`config.mk`:
```
export PLATFORM = sky130hd
export DESIGN_NAME = sfr_ctrl
export DESIGN_NICKNAME = d
export VERILOG_FILES = /design/src/hdl/sfr_pkg.sv /design/src/hdl/sfr_ctrl.sv
export SDC_FILE = /design/constraint.sdc
export NUM_CORES = 1
export LEC_CHECK = 0
export BUFFER_PORTS_ARGS = -buffer_cell sky130_fd_sc_hd__buf_4
export CORE_AREA = 2 2 39 41
export CTS_BUF_LIST = sky130_fd_sc_hd__clkbuf_4
export DETAILED_ROUTE_END_ITERATION = 10
export DIE_AREA = 0 0 41 43
export HOLD_SLACK_MARGIN = 0.03
export PLACE_DENSITY = 0.39
export SLEW_MARGIN = 20
export SYNTH_ARGS = -nofsm -noshare
export SYNTH_HDL_FRONTEND = slang
export SYNTH_SLANG_ARGS = --single-unit
```
`constraint.sdc`:
```
create_clock -name clock -period 1.9 [get_ports clock]
set_clock_uncertainty 0.1 [all_clocks]
set_input_delay 0.19 -clock clock [delete_from_list [all_inputs] [get_ports clock]]
set_output_delay 0.19 -clock clock [all_outputs]
set_load 0.03 [all_outputs]
```
`src/hdl/sfr_pkg.sv`:
```
// Shared types and constants of the spike fan-out router.
`timescale 1ns / 1ps
`default_nettype none

package sfr_pkg;

   // Field widths fixed by the item formats
   localparam int LABEL_W    = 16;
   localparam int TIME_W     = 32;
   localparam int DELAY_W    = 24;
   localparam int SLOT_IN_W  = 6;
   localparam int INDEX_IN_W = 3;
   localparam int COUNT_IN_W = 4;
   localparam int OP_W       = 2;

   localparam int REQ_TDATA_W = 104;
   localparam int RSP_TDATA_W = 48;

   // Operation codes carried in req_tuser
   localparam logic [OP_W-1:0] OP_SPIKE   = 2'd0;
   localparam logic [OP_W-1:0] OP_SLOT_WR = 2'd1;
   localparam logic [OP_W-1:0] OP_TGT_WR  = 2'd2;

   typedef enum logic [1:0] {
      ST_CLEAR,
      ST_IDLE,
      ST_SCAN,
      ST_EMIT
   } state_type;

   // Input item payload, last field in the lowest bits
   typedef struct packed {
      logic [2:0]            spare;
      logic [DELAY_W-1:0]    delay;
      logic [LABEL_W-1:0]    dst_label;
      logic [COUNT_IN_W-1:0] fanout_count;
      logic [INDEX_IN_W-1:0] target_index;
      logic [SLOT_IN_W-1:0]  slot;
      logic [TIME_W-1:0]     spike_time;
      logic [LABEL_W-1:0]    src_label;
   } req_data_type;

   // Result item payload, last field in the lowest bits
   typedef struct packed {
      logic [TIME_W-1:0]  out_time;
      logic [LABEL_W-1:0] out_label;
   } rsp_data_type;

   // Controller to datapath
   typedef struct packed {
      logic clear_en;
      logic wr_slot;
      logic wr_tgt;
      logic scan_start;
      logic scan_en;
      logic emit_en;
   } cmd_type;

   // Datapath to controller
   typedef struct packed {
      logic clear_done;
      logic hit;
      logic miss_done;
      logic emit_done;
   } status_type;

endpackage

`default_nettype wire

```
`src/hdl/sfr_ctrl.sv`:
```
// Controller state machine of the spike fan-out router.
`timescale 1ns / 1ps
`default_nettype none

module sfr_ctrl (
   input  logic                         clock,
   input  logic                         reset,
   input  logic                         req_valid,
   input  logic [sfr_pkg::OP_W-1:0]     req_op,
   input  sfr_pkg::status_type          status,
   output logic                         req_ready,
   output sfr_pkg::cmd_type             cmd
);
   import sfr_pkg::*;

   state_type state_ff, state_in;
   logic      accept;

   assign accept = req_valid && req_ready;

   // State register
   always_ff @(posedge clock) begin
      if (reset) begin
         state_ff <= ST_CLEAR;
      end else begin
         state_ff <= state_in;
      end
   end

   // Next state
   always_comb begin
      state_in = state_ff;
      unique case (state_ff)
         ST_CLEAR: begin
            if (status.clear_done) state_in = ST_IDLE;
         end
         ST_IDLE: begin
            if (accept && (req_op == OP_SPIKE)) state_in = ST_SCAN;
         end
         ST_SCAN: begin
            if (status.hit) state_in = ST_EMIT;
            else if (status.miss_done) state_in = ST_IDLE;
         end
         ST_EMIT: begin
            if (status.emit_done) state_in = ST_IDLE;
         end
      endcase
   end

   // Outputs
   always_comb begin
      req_ready      = (state_ff == ST_IDLE);
      cmd.clear_en   = (state_ff == ST_CLEAR);
      cmd.wr_slot    = (state_ff == ST_IDLE) && req_valid && (req_op == OP_SLOT_WR);
      cmd.wr_tgt     = (state_ff == ST_IDLE) && req_valid && (req_op == OP_TGT_WR);
      cmd.scan_start = (state_ff == ST_IDLE) && req_valid && (req_op == OP_SPIKE);
      cmd.scan_en    = (state_ff == ST_SCAN);
      cmd.emit_en    = (state_ff == ST_EMIT);
   end

endmodule

`default_nettype wire

```
==> results.cfg <==
[power_and_ir_drop]
sw_frac_of_total = 0.402
intPower_mw = 0.202
share_clk_of_total_power = 0.274
p_total_mw = 0.337
net-switching-power_mw = 0.135
relative_contribution_of_combinational_cells_to_total_power = 0.542
powerDensity_nw_per_um2 = 923
power.leakage_nw = 0.185
power.ir.vdd_worst_mv = 0.324
power.share.sequential = 0.184

[synthesis]
synth.lib_cells_used.distinct = 14
synthesis.area_sq_um = 210
synthesis.instances = 25
yosys_register_bits = 2
warnings_synthesis = 0
synth_area_per_cell_sq_um = 8.41
synth.net_count = 38
synth-seq-area-share = 0.190

[sta]
period_minus_slack_ns = 1.73
tns_ns = 0
tightestPinTransition_ns = 0.267
drv_slew = 0
grt_setup_unrepaired = false
fmaxAchievable_mhz = 576
hold_violations = 0
min_period_over_period = 0.913
final-setup-viol-count = 0
slew_headroom = 0.822

[detailed_routing]
via_count = 239
detail-route-antenna-nets = 0
drc_viols = 0
routedWlPerCell_um = 9.69
detailedRoute.firstIterationViolations = 2
detail_route.wirelength_um = 572
drt-pass1-iter-count = 2
viasPerCell = 4.05

[clock_tree]
cts_buffers = 3
clk_transition_reported_paths_ns = 0.03
clock_path_buffers = 2
clk_root_buffer_cell = sky130_fd_sc_hd__clkbuf_4
clkLatencyLatePin_ns = 0.22
hold_buffers = 0
clock_sinks = 2
tritoncts = done
htree_num_levels = 1
cts_repair_resize_count = 0
cts_post_setup_buffers_inserted = 0

[placement]
post-dp-hpwl_um = 483
port_buffers = 15
gp_congestion = 0.721
placed_cell_area_sq_um = 343
dpl.cell_count = 56

[critical_path]
critical_path_arrival_ns = 1.74
cp-end-kind = register
path_delay_family = compound AO/OA/AOI/OAI gates
largest_stage_delay_on_the_critical_path_ns = 0.42
slowest_stage = sky130_fd_sc_hd__a2111o_1
critical_path.startpoint_type = register
critPathKind = reg -> reg
timing.critical_path.buf_inv = 1
crit_chain = inv_1 -> ha_1 -> nor3b_1 -> a2111o_1 -> a32o_1
required_ns = 1.91
crit_path_max_fanout = 4

[floorplan]
placementRows = 14
fp.dieArea_sq_um = 1760
core_sq_um = 1380
floorplan.die.width_um = 41
io_pins = 16
chipHeight_um = 43
initial_utilization = 0.152

[global_route]
maximum_number_of_pins_on_one_net_before_global_route_repair = 6
grt_antenna_before_repair = 0
grt_util_all_layers = 0.0691
globalRouteOverflowTotal = 0
via_count_of_the_first_global_routing_pass = 238
grt_pass1_wl_um = 834

[layout]
fin_area_sq_um = 365
fill_cells = 155
largest_registers = state_ff x2
fin_cells = 59
multiInputGateArea_sq_um = 159
layout.nets = 58
utilization = 0.264
syn_to_final_growth_pct = 73.8
drive_gt1_frac = 0.419
number_of_flip_flops_in_the_largest_register = 2
ff_latch_area_sq_um = 40.0
regMostFlops = state_ff
diodes = 0

[outcome]
status = completed

[min_path]
classification_of_the_worst_slack_hold_path = in -> reg

[run]
drv_cap = 0
-- synthesized netlist by cell type --
library cell | count | area (sq um)
sky130_fd_sc_hd__nand2_1 | 2 | 7.51
sky130_fd_sc_hd__dfxtp_1 | 2 | 40.0
sky130_fd_sc_hd__a21o_1 | 1 | 7.51
sky130_fd_sc_hd__nand3_1 | 1 | 5.00
sky130_fd_sc_hd__or3b_1 | 1 | 8.76
sky130_fd_sc_hd__mux2i_1 | 1 | 10.0
sky130_fd_sc_hd__ha_1 | 4 | 50.1
sky130_fd_sc_hd__nor2b_1 | 2 | 12.5
sky130_fd_sc_hd__a32o_1 | 1 | 10.0
sky130_fd_sc_hd__a2111o_1 | 1 | 11.3
sky130_fd_sc_hd__nor3b_1 | 3 | 22.5
sky130_fd_sc_hd__nor2_1 | 1 | 3.75
sky130_fd_sc_hd__inv_1 | 3 | 11.3
sky130_fd_sc_hd__nor3_1 | 2 | 10.0
-- stage by stage --
step	worst slack, ns	hold WS [ns]
3_3_place_gp	0.200	0.406
2_1_floorplan	-0.0757	0.287
3_5_place_dp	0.157	0.405
6_report	0.165	0.196
5_1_grt	0.101	0.227
4_1_cts	0.153	0.186
-- metal layers --
layer	vias up	track usage	part of all wire
met5	-	0	0
met4	0	0.0200	0
met3	0	0.0471	0.14
met2	16	0.103	0.39
met1	97	0.0767	0.47
li1	126	-	-
-- area by class of cell --
type                            instances  share of cell area
Multi-Input combinational cell         20               0.435
Timing Repair Buffer                   15               0.308
Sequential cell                         2               0.110
Clock buffer                            3              0.0616
Tap cell                               16              0.0548
Inverter                                3              0.0308
-- logic make-up after synthesis --
| family | synth area share |
|---|---|
| AO/OA/AOI/OAI | 0.137 |
| adder cells (fa/ha/maj) | 0.238 |
| buffers and inverters | 0.0536 |
| flip-flops | 0.190 |
| multiplexers | 0.0476 |
| AND/OR/NAND/NOR | 0.333 |
-- worst paths after layout --
path	from	to	slack, ns	depth (start not counted)
worst max-delay path	state_ff[0]	state_ff[0]	0.17	5
worst min-delay path	reset	state_ff[1]	0.20	4
worst max register to register	state_ff[0]	state_ff[0]	0.17	5
worst min register to register	state_ff[1]	state_ff[1]	0.41	2
-- layout by cell type (no fill, tap or decap) --
master | synthesis | layout
sky130_fd_sc_hd__a2111o_1 | 1 | 1
sky130_fd_sc_hd__a21o_1 | 1 | 1
sky130_fd_sc_hd__a32o_1 | 1 | 1
sky130_fd_sc_hd__buf_4 | 0 | 15
sky130_fd_sc_hd__clkbuf_4 | 0 | 3
sky130_fd_sc_hd__dfxtp_1 | 2 | 2
sky130_fd_sc_hd__ha_1 | 4 | 4
sky130_fd_sc_hd__inv_1 | 3 | 3
sky130_fd_sc_hd__mux2i_1 | 1 | 1
sky130_fd_sc_hd__nand2_1 | 2 | 2
sky130_fd_sc_hd__nand3_1 | 1 | 1
sky130_fd_sc_hd__nor2_1 | 1 | 1
sky130_fd_sc_hd__nor2b_1 | 2 | 2
sky130_fd_sc_hd__nor3_1 | 2 | 2
sky130_fd_sc_hd__nor3b_1 | 3 | 3
sky130_fd_sc_hd__or3b_1 | 1 | 1
-- power groups by stage --
stage | clock (mW) | sequential (mW) | combinational [mW]
final | 0.0923 | 0.0620 | 0.183
after global routing | 0.100 | 0.0639 | 0.199
after CTS | 0.0988 | 0.0621 | 0.184
after detailed placement | 0 | 0.0627 | 0.184
after global placement | 0 | 0.0621 | 0.183
after floorplan | 0 | 0.0603 | 0.127
-- worst register-to-register path, cell delays in order, from the launching register on --
cell	delay, ns
sky130_fd_sc_hd__dfxtp_1	0.37
sky130_fd_sc_hd__inv_1	0.08
sky130_fd_sc_hd__ha_1	0.22
sky130_fd_sc_hd__nor3b_1	0.16
sky130_fd_sc_hd__a2111o_1	0.42
sky130_fd_sc_hd__a32o_1	0.28
(Power assumes the default switching activity.)
